===== config.mk =====
export PLATFORM = sky130hd
export DESIGN_NAME = brace_balanced_frame_receiver
export DESIGN_NICKNAME = d
export VERILOG_FILES = /design/src/design/bbfr_pkg.sv /design/src/design/bbfr_store.sv /design/src/design/bbfr_ctrl.sv /design/src/design/brace_balanced_frame_receiver.sv
export VERILOG_INCLUDE_DIRS = /design/src /design/src/design
export SDC_FILE = /design/constraint.sdc
export NUM_CORES = 2
export LEC_CHECK = 0
export BUFFER_PORTS_ARGS = -buffer_cell sky130_fd_sc_hd__buf_2
export CAP_MARGIN = 25
export CORE_ASPECT_RATIO = 0.8
export CORE_MARGIN = 2
export CORE_UTILIZATION = 35
export CTS_CLUSTER_DIAMETER = 30
export CTS_CLUSTER_SIZE = 12
export DETAILED_ROUTE_END_ITERATION = 16
export PLACE_DENSITY = 0.55
export SYNTH_ARGS = -nofsm -noshare
export SYNTH_HDL_FRONTEND = slang
export SYNTH_SLANG_ARGS = --single-unit
export TNS_END_PERCENT = 10

===== constraint.sdc =====
create_clock -name clk -period 5.81 [get_ports clk]
set_clock_uncertainty 0.2 [all_clocks]
set_input_delay 1.162 -clock clk [delete_from_list [all_inputs] [get_ports clk]]
set_output_delay 1.162 -clock clk [all_outputs]
set_load 0.01 [all_outputs]

===== src/design/brace_balanced_frame_receiver_macros.svh =====
// Assertion macros shared by the frame receiver modules
`ifndef BRACE_BALANCED_FRAME_RECEIVER_MACROS_SVH
`define BRACE_BALANCED_FRAME_RECEIVER_MACROS_SVH

`ifndef SYNTHESIS
// Same-cycle implication, disabled in reset
`define BBFR_ASSERT_IMP(label, clk, rst_n, ante, cons) \
  label: assert property (@(posedge clk) disable iff (!rst_n) (ante) |-> (cons)) \
    else $error("bbfr assertion failed");
// Next-cycle implication, disabled in reset
`define BBFR_ASSERT_NXT(label, clk, rst_n, ante, cons) \
  label: assert property (@(posedge clk) disable iff (!rst_n) (ante) |=> (cons)) \
    else $error("bbfr assertion failed");
`else
`define BBFR_ASSERT_IMP(label, clk, rst_n, ante, cons)
`define BBFR_ASSERT_NXT(label, clk, rst_n, ante, cons)
`endif

`endif


===== src/design/bbfr_pkg.sv =====
// Types and constants of the brace-balanced frame receiver
package bbfr_pkg;

  localparam int IDX_W    = 9;
  localparam int LIM_B_W  = 8;
  localparam int LEN_W    = 9;
  localparam int CFG_IDX_W = 2;
  localparam int CFG_DATA_W = 9;

  // Item operation codes
  localparam logic [1:0] OP_BYTE    = 2'd0;
  localparam logic [1:0] OP_RELEASE = 2'd1;
  localparam logic [1:0] OP_READ    = 2'd2;

  // Configuration register indexes
  localparam logic [CFG_IDX_W-1:0] CFG_BRACE_LIMIT  = 2'd0;
  localparam logic [CFG_IDX_W-1:0] CFG_LENGTH_LIMIT = 2'd1;

  localparam logic [LIM_B_W-1:0] BRACE_LIMIT_RST  = 8'd20;
  localparam logic [LEN_W-1:0]   LENGTH_LIMIT_RST = 9'd256;

  localparam logic [7:0] OPEN_BRACE  = 8'h7B;
  localparam logic [7:0] CLOSE_BRACE = 8'h7D;

  typedef struct packed {
    logic [1:0]       op;
    logic [7:0]       rx_byte;
    logic [IDX_W-1:0] read_index;
  } in_t;

  typedef struct packed {
    logic             byte_stored;
    logic             frame_done;
    logic [LEN_W-1:0] frame_length;
    logic             frame_dropped;
    logic [7:0]       read_data;
  } out_t;

  // Status of one item, as the control logic reports it
  typedef struct packed {
    logic             byte_stored;
    logic             frame_done;
    logic [LEN_W-1:0] frame_length;
    logic             frame_dropped;
  } stat_t;

  // Buffer write request
  typedef struct packed {
    logic             en;
    logic [IDX_W-1:0] idx;
    logic [7:0]       data;
  } wr_req_t;

endpackage


===== src/design/bbfr_store.sv =====
// Frame buffer: synchronous memory, one write and one registered read port
module bbfr_store
  import bbfr_pkg::*;
#(
  parameter int BUF_DEPTH = 512
) (
  input  logic             clk,
  input  wr_req_t          wr_req,
  input  logic             rd_en,
  input  logic [IDX_W-1:0] rd_idx,
  output logic [7:0]       rd_data
);

  localparam int AW = (BUF_DEPTH > 1) ? $clog2(BUF_DEPTH) : 1;
  localparam int IDX_MAX = (1 << IDX_W) - 1;

  logic [7:0]    mem [BUF_DEPTH];
  logic [AW-1:0] wr_addr;
  logic [AW-1:0] rd_addr;

  // Index modulo depth by up to six conditional subtractions of shifted depth (exact below 64 * BUF_DEPTH)
  function automatic logic [AW-1:0] wrap_idx(input logic [IDX_W-1:0] v);
    logic [IDX_W-1:0] r;
    r = v;
    for (int k = 5; k >= 0; k--) begin
      if ((BUF_DEPTH << k) <= IDX_MAX) begin
        if (32'(r) >= (BUF_DEPTH << k)) begin
          r = r - IDX_W'(BUF_DEPTH << k);
        end
      end
    end
    return AW'(r);
  endfunction

  assign wr_addr = wrap_idx(wr_req.idx);
  assign rd_addr = wrap_idx(rd_idx);

  // Write port
  always_ff @(posedge clk) begin
    if (wr_req.en) begin
      mem[wr_addr] <= wr_req.data;
    end
  end

  // Registered read port
  always_ff @(posedge clk) begin
    if (rd_en) begin
      rd_data <= mem[rd_addr];
    end
  end

endmodule


===== src/design/bbfr_ctrl.sv =====
// Frame capture control: brace counts, length, done and capture flags
`include "brace_balanced_frame_receiver_macros.svh"
module bbfr_ctrl
  import bbfr_pkg::*;
(
  input  logic               clk,
  input  logic               rst_n,
  input  logic               item_acc,
  input  in_t                item,
  input  logic [LIM_B_W-1:0] brace_limit,
  input  logic [LEN_W-1:0]   length_limit,
  output wr_req_t            wr_req,
  output stat_t              stat
);

  logic [LEN_W-1:0]   stored_length_r, stored_length_nxt;
  logic               done_r, done_nxt;
  logic               capturing_r, capturing_nxt;
  logic [LIM_B_W-1:0] open_count_r, open_count_nxt;
  logic [LIM_B_W-1:0] close_count_r, close_count_nxt;

  logic             is_open, is_close, idle, cap;
  logic [LIM_B_W:0] op_sum, cl_sum, op_fin, cl_fin;
  logic [LEN_W:0]   len_sum;
  logic             balanced, over;

  // Candidate counts and limit check for a stored byte
  assign is_open  = (item.rx_byte == OPEN_BRACE);
  assign is_close = (item.rx_byte == CLOSE_BRACE);
  assign idle     = (stored_length_r == '0) && !done_r;
  assign cap      = idle ? is_open : capturing_r;
  assign op_sum   = {1'b0, open_count_r} + (LIM_B_W+1)'(is_open);
  assign cl_sum   = {1'b0, close_count_r} + (LIM_B_W+1)'(is_close);
  assign balanced = (op_sum == cl_sum);
  assign op_fin   = balanced ? '0 : op_sum;
  assign cl_fin   = balanced ? '0 : cl_sum;
  assign len_sum  = {1'b0, stored_length_r} + (LEN_W+1)'(1);
  assign over     = (op_fin > {1'b0, brace_limit}) || (cl_fin > {1'b0, brace_limit}) ||
                    (len_sum > {1'b0, length_limit});

  // Next state per item
  always_comb begin
    stored_length_nxt  = stored_length_r;
    done_nxt           = done_r;
    capturing_nxt      = capturing_r;
    open_count_nxt     = open_count_r;
    close_count_nxt    = close_count_r;
    wr_req.en          = 1'b0;
    wr_req.idx         = stored_length_r;
    wr_req.data        = item.rx_byte;
    stat.byte_stored   = 1'b0;
    stat.frame_dropped = 1'b0;
    if (item_acc) begin
      case (item.op)
        OP_BYTE: begin
          capturing_nxt = cap;
          if (!cap) begin
            stored_length_nxt = '0;
            done_nxt          = 1'b0;
          end else if (!done_r) begin
            wr_req.en        = 1'b1;
            stat.byte_stored = 1'b1;
            if (over) begin
              stored_length_nxt  = '0;
              done_nxt           = 1'b0;
              open_count_nxt     = '0;
              close_count_nxt    = '0;
              stat.frame_dropped = 1'b1;
            end else begin
              stored_length_nxt = len_sum[LEN_W-1:0];
              done_nxt          = balanced;
              open_count_nxt    = op_fin[LIM_B_W-1:0];
              close_count_nxt   = cl_fin[LIM_B_W-1:0];
            end
          end
        end
        OP_RELEASE: begin
          stored_length_nxt = '0;
          done_nxt          = 1'b0;
        end
        default: begin
        end
      endcase
    end
    stat.frame_done   = done_nxt;
    stat.frame_length = stored_length_nxt;
  end

  always_ff @(posedge clk) begin
    if (!rst_n) begin
      stored_length_r <= '0;
      done_r          <= 1'b0;
      capturing_r     <= 1'b0;
      open_count_r    <= '0;
      close_count_r   <= '0;
    end else begin
      stored_length_r <= stored_length_nxt;
      done_r          <= done_nxt;
      capturing_r     <= capturing_nxt;
      open_count_r    <= open_count_nxt;
      close_count_r   <= close_count_nxt;
    end
  end

  // A finished frame always holds bytes and leaves the counts cleared
  `BBFR_ASSERT_IMP(a_done_len, clk, rst_n, done_r, stored_length_r != '0)
  `BBFR_ASSERT_IMP(a_done_cnt, clk, rst_n, done_r, open_count_r == '0 && close_count_r == '0)
  // No buffer write once the frame is done
  `BBFR_ASSERT_IMP(a_no_wr_done, clk, rst_n, wr_req.en, !done_r)
  // A discard only happens on a byte that was stored
  `BBFR_ASSERT_IMP(a_drop_stored, clk, rst_n, stat.frame_dropped, stat.byte_stored)

endmodule


===== src/design/brace_balanced_frame_receiver.sv =====
// An accepted word goes through the result stage into the output register, which
// raises out_valid. Throughput: one word per cycle while out is not stalled; the
// buffer read, registered on accept, joins the status in the output register.
// With out stalled, one more word enters the result stage, then in_stall rises.
// Reset clears control state and sets brace_limit 20, length_limit 256;
// buffer contents stay undefined until written, with no clearing pass.
`include "brace_balanced_frame_receiver_macros.svh"
module brace_balanced_frame_receiver
  import bbfr_pkg::*;
#(
  parameter int BUF_DEPTH = 512
) (
  input  logic                  clk,
  input  logic                  rst_n,
  input  logic                  in_valid,
  output logic                  in_stall,
  input  in_t                   in_data,
  output logic                  out_valid,
  input  logic                  out_stall,
  output out_t                  out_data,
  input  logic                  cfg_valid,
  output logic                  cfg_ready,
  input  logic [CFG_IDX_W-1:0]  cfg_index,
  input  logic [CFG_DATA_W-1:0] cfg_data
);

  logic               in_acc, out_acc, s1_adv, rd_en;
  logic [LIM_B_W-1:0] brace_limit_r;
  logic [LEN_W-1:0]   length_limit_r;
  logic               s1_v_r, s1_rd_r;
  stat_t              s1_stat_r;
  logic               out_v_r;
  out_t               out_data_r;
  wr_req_t            wr_req;
  stat_t              stat;
  logic [7:0]         rd_data;

  // Handshakes
  assign s1_adv    = !out_v_r || !out_stall;
  assign in_stall  = s1_v_r && !s1_adv;
  assign in_acc    = in_valid && !in_stall;
  assign out_acc   = out_v_r && !out_stall;
  assign out_valid = out_v_r;
  assign out_data  = out_data_r;
  assign cfg_ready = 1'b1;
  assign rd_en     = in_acc && (in_data.op == OP_READ);

  bbfr_ctrl u_ctrl (
    .clk          (clk),
    .rst_n        (rst_n),
    .item_acc     (in_acc),
    .item         (in_data),
    .brace_limit  (brace_limit_r),
    .length_limit (length_limit_r),
    .wr_req       (wr_req),
    .stat         (stat)
  );

  bbfr_store #(
    .BUF_DEPTH (BUF_DEPTH)
  ) u_store (
    .clk     (clk),
    .wr_req  (wr_req),
    .rd_en   (rd_en),
    .rd_idx  (in_data.read_index),
    .rd_data (rd_data)
  );

  // Control: limits and stage valid bits
  always_ff @(posedge clk) begin
    if (!rst_n) begin
      brace_limit_r  <= BRACE_LIMIT_RST;
      length_limit_r <= LENGTH_LIMIT_RST;
      s1_v_r         <= 1'b0;
      out_v_r        <= 1'b0;
    end else begin
      if (cfg_valid && cfg_ready) begin
        case (cfg_index)
          CFG_BRACE_LIMIT:  brace_limit_r  <= cfg_data[LIM_B_W-1:0];
          CFG_LENGTH_LIMIT: length_limit_r <= cfg_data[LEN_W-1:0];
          default: begin
          end
        endcase
      end
      if (in_acc) begin
        s1_v_r <= 1'b1;
      end else if (s1_adv) begin
        s1_v_r <= 1'b0;
      end
      if (s1_v_r && s1_adv) begin
        out_v_r <= 1'b1;
      end else if (out_acc) begin
        out_v_r <= 1'b0;
      end
    end
  end

  // Payload: result stage waits for the memory read, then the output word
  always_ff @(posedge clk) begin
    if (in_acc) begin
      s1_stat_r <= stat;
      s1_rd_r   <= (in_data.op == OP_READ);
    end
    if (s1_v_r && s1_adv) begin
      out_data_r.byte_stored   <= s1_stat_r.byte_stored;
      out_data_r.frame_done    <= s1_stat_r.frame_done;
      out_data_r.frame_length  <= s1_stat_r.frame_length;
      out_data_r.frame_dropped <= s1_stat_r.frame_dropped;
      out_data_r.read_data     <= s1_rd_r ? rd_data : 8'd0;
    end
  end

  // Input is only taken when the result stage is free or moving on
  `BBFR_ASSERT_IMP(a_acc_room, clk, rst_n, in_acc, !s1_v_r || s1_adv)
  // A held read in the result stage keeps its read word
  `BBFR_ASSERT_NXT(a_rd_hold, clk, rst_n, s1_v_r && s1_rd_r && !s1_adv, $stable(rd_data))
  // Stalling the input means a result is parked in the result stage
  `BBFR_ASSERT_IMP(a_stall_full, clk, rst_n, in_stall, s1_v_r && out_v_r)

endmodule

; ---- Yosys cells after proc, flatten, opt, wreduce, memory -nomap -nowiden
; Memory sizes are Yosys's and may differ from the RTL's. A register that Yosys moved wholly into a read port is not among the register bits.
; Cells that the tools add are included.
[word_totals]
regBits = 79
ram_bits = 4096
in_bits = 35
wordCells = 85
memories = 1
[mem_list]
columns = name, words, width, rd, rd_clocked_by_memory_dff, write_ports, line_no
row1 = u_store.mem, 512, 8, 1, 1, 1, bbfr_store.sv:17  ; logic [7:0] mem [BUF_DEPTH];
[op_classes]
addsub = 3
magnitude_cmp = 3
eq_ne = 6
n_mux = 26
bitwise_logic = 3
n_reduce_logical = 24
[op_table]
columns = cell, n
row1 = 2-to-1 mux 9 bit, 6
row2 = adder 8 x 1 -> 9 bit, 2
row3 = > comparator 9 x 8 -> 1 bit, 2
row4 = one-hot mux 9 bit (2 select lines), 1
row5 = equality test 8 x 7 -> 1 bit (second input constant), 2
row6 = 2-to-1 mux 1 bit, 16
row7 = 2-to-1 mux 8 bit, 2
row8 = adder 9 x 1 -> 10 bit (second input constant), 1
row9 = > comparator 10 x 9 -> 1 bit, 1
row10 = equality test 9 bit, 1
row11 = zero test 9 bit, 1
row12 = logical AND 1 bit, 6
row13 = AND reduction 2 bit, 3
row14 = zero test 1 bit, 5
row15 = equality test 2 x 1 -> 1 bit (second input constant), 2
row16 = zero test 2 bit, 2
row17 = AND reduction 4 bit, 1
row18 = nonzero test 2 bit, 2
row19 = logical OR 1 bit, 3
row20 = inverter 1 bit, 3
row21 = OR reduction 3 bit, 1
row22 = equality test 2 bit (second input constant), 1
row23 = one-hot mux 1 bit (2 select lines), 1

; ---- Longest topological paths before layout
[depth]
word_depth = 12
depth_mapped = 22

; ---- Cells and area by module
; From an unflattened synthesis, not the netlist that was laid out.
[unflattened]
cells_unflattened = 8491
hier_area_um2 = 164534.1
[by_module_without_submodules]
columns = mod, instances, cells_per_inst, area_each_um2, seq_area_each_um2
row1 = bbfr_store, 1, 8030, 160007.2, 123238.2
row2 = bbfr_ctrl, 1, 339, 2692.6, 540.5
row3 = brace_balanced_frame_receiver, 1, 122, 1834.3, 1371.3

; ---- Worst setup path after synthesis
; OpenSTA, ideal clock, no wires.
[synth_path]
path_type = input-to-reg
startpoint = input port in_data[16] (netlist bit)
endpoint = register u_ctrl.close_count_r[2]
t_arrival_ns = 6.024
t_required_ns = 5.536
slack_ns = -0.489
path_stages = 21
cell_sequence = nand2b_1 -> nor4b_4 -> ha_1 -> ha_1 -> nand4_1 -> nor2_1 -> nand2_1 -> a2111o_1 -> nor3_1 -> clkbuf_1 -> buf_1 -> nor2_1 -> ha_1 -> a21o_1 -> a21o_1 -> a2111oi_2 -> a211oi_1 -> or3_1 -> clkbuf_1 -> or4b_2 -> a31oi_1
[synth_between]
elab_chain_cells = 8
[synth_lines]
columns = item, line_no
row1 = from (decl), brace_balanced_frame_receiver.sv:17  ; input in_t in_data,
row2 = equality test 8 x 7 -> 1 bit (on tied branches), "bbfr_ctrl.sv:28, bbfr_ctrl.sv:29"
row3 = adder 8 x 1 -> 9 bit (on tied branches), "bbfr_ctrl.sv:32, bbfr_ctrl.sv:33"
row4 = equality test 9 bit, bbfr_ctrl.sv:34  ; assign balanced = (op_sum == cl_sum);
row5 = 2-to-1 mux 9 bit (on tied branches), "bbfr_ctrl.sv:35, bbfr_ctrl.sv:36"
row6 = > comparator 9 x 8 -> 1 bit, bbfr_ctrl.sv:38  ; assign over = (op_fin > {1'b0, brace_limit}) || (cl_fin > {1'b0, brace_limit}) ||
row7 = logical OR 1 bit (2 in a row), bbfr_ctrl.sv:38
row8 = 2-to-1 mux 8 bit, bbfr_ctrl.sv:63  ; if (over) begin
row9 = to (signal assigned), bbfr_ctrl.sv:101  ; close_count_r <= close_count_nxt;
row10 = to (decl), bbfr_ctrl.sv:20  ; logic [LIM_B_W-1:0] close_count_r, close_count_nxt;
; Parallel ways exist; a longest one is shown, timed or not.
; A chain may end at the register's enable or synchronous reset.

; ---- Final worst setup path
[layout_path]
startpoint = input port in_data[9] (netlist bit)
endpoint = register u_ctrl.open_count_r[2]
[layout_between]
elab_chain_cells = 8
[layout_lines]
columns = item, line_no
row1 = equality test 8 x 7 -> 1 bit (on tied branches), "bbfr_ctrl.sv:28, bbfr_ctrl.sv:29"
row2 = adder 8 x 1 -> 9 bit (on tied branches), "bbfr_ctrl.sv:32, bbfr_ctrl.sv:33"
row3 = equality test 9 bit, bbfr_ctrl.sv:34
row4 = 2-to-1 mux 9 bit (on tied branches), "bbfr_ctrl.sv:35, bbfr_ctrl.sv:36"
row5 = > comparator 9 x 8 -> 1 bit, bbfr_ctrl.sv:38
row6 = logical OR 1 bit (2 in a row), bbfr_ctrl.sv:38
row7 = 2-to-1 mux 8 bit, bbfr_ctrl.sv:63
row8 = to (signal assigned), bbfr_ctrl.sv:100  ; open_count_r <= open_count_nxt;
row9 = to (decl), bbfr_ctrl.sv:19  ; logic [LIM_B_W-1:0] open_count_r, open_count_nxt;
; Parallel ways exist; a longest one is shown, timed or not.

==> key figures <==
Critical path
  – CP max-delay cell: or3_4
  – Startpoint Class: primary input
  – Crit-path cells: buf_16, nand4_1, buf_4, buf_6, nor4b_4, buf_12, ha_4, ha_4, nand4_1, or3_4, a211o_1, nand4b_1, nor3_4, buf_12, a21oi_4, ha_4, a21o_1, a21o_1, a2111oi_4, a211oi_2, or3_4, buf_6, or4_4, a31oi_4
  – Worst Path Arrival: 6430 ps
  – Number of cells on the worst reg-to-reg path: 19
  – CP peak stage delay: 450 ps
  – Critical Path RT: 6470 ps
  – CP Class: primary input to flip-flop
  – Crit-path max FO: 6
  – Crit end category: flip-flop
  – Cell repeated most along the worst path: ha_4

Timing
  – RSZ-0062 raised after global routing: yes
  – Final Hold Violating Endpoints: 0
  – Worst-Margin Slew: 1090 ps
  – Post-layout min period: 5780 ps
  – Final setup viols: 0
  – Fmax: 173 MHz
  – Tcrit/Tclk final: 99.4%
  – Rel. slew slack: 27.4%
  – Setup ws final: 33.3 ps
  – Fin. max-slew vios: 0

Routing
  – Via/cell ratio: 5.47
  – Post-route DRC: 0
  – Vias: 88,924
  – Initial DRC Count: 11,064
  – Wirelength, routed: 461,000 µm
  – DRT Pass-1 Iters: 6
  – Final ANT Viol Nets: 0
  – Drt wl/cell: 28.3 µm

Power
  – PwrDens: 372 nW/µm²
  – Total power: 73.8 mW
  – Combinational share of power: 4.0%
  – Clock power frac: 51.0%
  – Sw Share: 21.4%
  – Switch Pwr: 15.8 mW
  – Max VDD drop: 0.235 mV
  – Flop pwr share: 45.0%
  – Leak: 65.4 nW
  – Cell internal pwr: 58.0 mW

Yosys
  – Synth top area share: 75.9%
  – Area contributors post-synth: edfxtp_1, mux4_2, mux2i_1
  – Gate Count Post-Synth: 8,521
  – Synthesized area: 164,000 µm²
  – Post-synthesis sequential area ratio: 76.5%
  – Post-synthesis cell type count: 63
  – Synthesis warning total: 0
  – Syn avg cell area: 19.2 µm²
  – Mux cell area share after synthesis: 13.9%
  – Synth Flop Type: edfxtp_1
  – Synth Register Bits: 4,183
  – Most common cell in the netlist: edfxtp_1
  – Ys async rst share: 0%
  – Post-Syn Nets: 8,589
  – Largest family of logic cells by synthesized area: multiplexers
  – Synth Area in Adders: 0.252%
  – Number of flops mapped to enable cells by yosys: 4,137
  – Simple-gate share of the synthesized area: 2.75%
  – XOR/XNOR Fraction of Synth Area: 0.0964%
  – Synth cell count leaders: edfxtp_1, mux2i_1, nor2_1
  – Cell taking the most area after synthesis: edfxtp_1
  – Synth Area in Compound Gates: 4.91%

Worst hold path
  – Hold depth: 0
  – Hold WC Path Type: flip-flop to flip-flop

Placed design
  – Post-place setup slack: -1530 ps
  – Hpwl dp: 286,000 µm
  – RePlAce Congestion: 0.856
  – Port bufs: 56

Clock tree
  – Clock Latency Late Sink: 970 ps
  – Clock Path Buffers: 4
  – Root Buffer: clkbuf_16
  – CTS tree: yes
  – CTS Buf Count: 615
  – Clk sinks: 4,183
  – CTS H-tree lvls: 6
  – Worst-path clk slew: 50 ps

Floorplan
  – Die H: 615 µm
  – Initial Util: 35.2%
  – Width of the die: 768 µm
  – I/O pin count: 58
  – Core Area: 465,000 µm²
  – Total Die Area: 473,000 µm²
  – FP Rows: 224

Finish
  – Layout area overhead: 21.3%
  – Fill count: 40,360
  – Net count, final: 9,609
  – Layout cells sized above 1: 26.1%

Run status
  – Status: finished clean

Global routing
  – Initial antenna violation count: 35
  – Gr usage total: 18.9%
  – Vias in the first global route: 88,331
  – Largest net degree at the start of global routing: 157
  – First-pass GRT wire length: 652,000 µm
  – GRT overflow: 0

Flow run
  – Number of max-cap violations: 0
layer usage:
layer  GRT usage, %  wire length [µm]
met2           28.6            208000
met3           3.65             39600
met1           28.0            202000
met5              0                26
met4           5.08             11700
cells in the final DEF (no fill, tap or decap), types with 13 or more instances in the layout:
cell type / n
clkbuf_1: 48
o221ai_1: 416
o31ai_1: 18
dfxtp_1: 46
o21ai_0: 149
nand4_1: 73
inv_6: 50
clkbuf_16: 634
buf_4: 808
nand2_1: 84
clkinv_1: 69
edfxtp_1: 4137
a22oi_1: 48
a221oi_1: 16
o22ai_1: 205
clkinvlp_4: 65
bufinv_16: 85
clkinv_4: 45
and2_1: 13
clkinv_2: 101
nand3_1: 34
nor3_1: 80
mux2i_1: 939
inv_1: 36
buf_2: 44
ha_1: 26
nor2_1: 604
mux4_2: 592
a21oi_1: 260
buf_12: 70
nor4_1: 17
registers in the layout (all words and copies together), names as in the netlist:
signal                  flops
u_store.mem              4096
out_data                   20
s1_stat_r                  12
length_limit_r              9
u_ctrl.stored_length_r      9
brace_limit_r               8
u_ctrl.close_count_r        8
u_ctrl.open_count_r         8
u_store.rd_data             8
out_valid                   1
s1_rd_r                     1
s1_v_r                      1
u_ctrl.capturing_r          1
u_ctrl.done_r               1
path summary, 6_finish.rpt:
path | start | endpoint | slack [ps]
max reg2reg | u_ctrl.open_count_r[0] | u_ctrl.open_count_r[2] | 1100
min | s1_stat_r[5] | out_data[13] | 230
min reg2reg | s1_stat_r[5] | out_data[13] | 230
max | in_data[9] | u_ctrl.open_count_r[2] | 30
repair_timing:
action                     CTS  global route
gates resized for setup     25            29
pin swaps                   15            32
setup endpoints to repair   37            20
buffers inserted             6             7
hold buffers                 0             0
gates cloned                 1             0
final cells by class:
type                       count  area [µm²]  share of cell area [%]
sequential                  4183      125000                    63.1
multi-input combinational   3759       36300                    18.3
clock buffer                 682       16000                    8.08
timing repair buffer         945        8060                    4.06
tap                         6215        7780                    3.92
clock inverter               436        4940                    2.49
inverter                      37         146                  0.0738
antenna                        9        22.5                  0.0113
power by group through the flow:
| stage | clock network [mW] | logic [mW] | registers [mW] |
|---|---|---|---|
| after global routing | 39.4 | 3.11 | 33.2 |
| after global placement | 0 | 2.90 | 33.8 |
| after detailed placement | 0 | 2.95 | 33.8 |
| final | 37.6 | 2.95 | 33.2 |
| after CTS | 38.1 | 2.96 | 33.2 |
| after floorplan | 0 | 1.50 | 33.8 |
per-stage QoR:
step                      std cells  hold WS, ps  TNS [ps]  utilization (%)  area (µm²)
after detailed placement      15123          212    -47490             38.0      177000
after floorplan                8521          200         0                -      164000
final                         16266          226         0             42.7      198000
after global placement        15120          223    -44900             38.0      177000
after CTS                     16248          165     -1.87             42.6      198000
after global routing          16261          244      -448             42.7      198000
critical path: cells and delay by family:
kind | cells | cell delay, ps
and+or+nand+nor | 8 | 2250
AOI/OAI and AO/OA | 7 | 1430
buffers and inverters | 6 | 970
adders and majority gates | 3 | 520
cell families (layout without fill, tap and decap cells):
group,Yosys count,in the layout
other cells,1,10
mux,1531,1531
buf+inv,579,2100
xor+xnor,18,18
fa+ha+maj,33,33
compound gates,1165,1165
flops,4183,4183
simple gates,1011,1011
No activity file was read; power rests on OpenSTA's default activity.
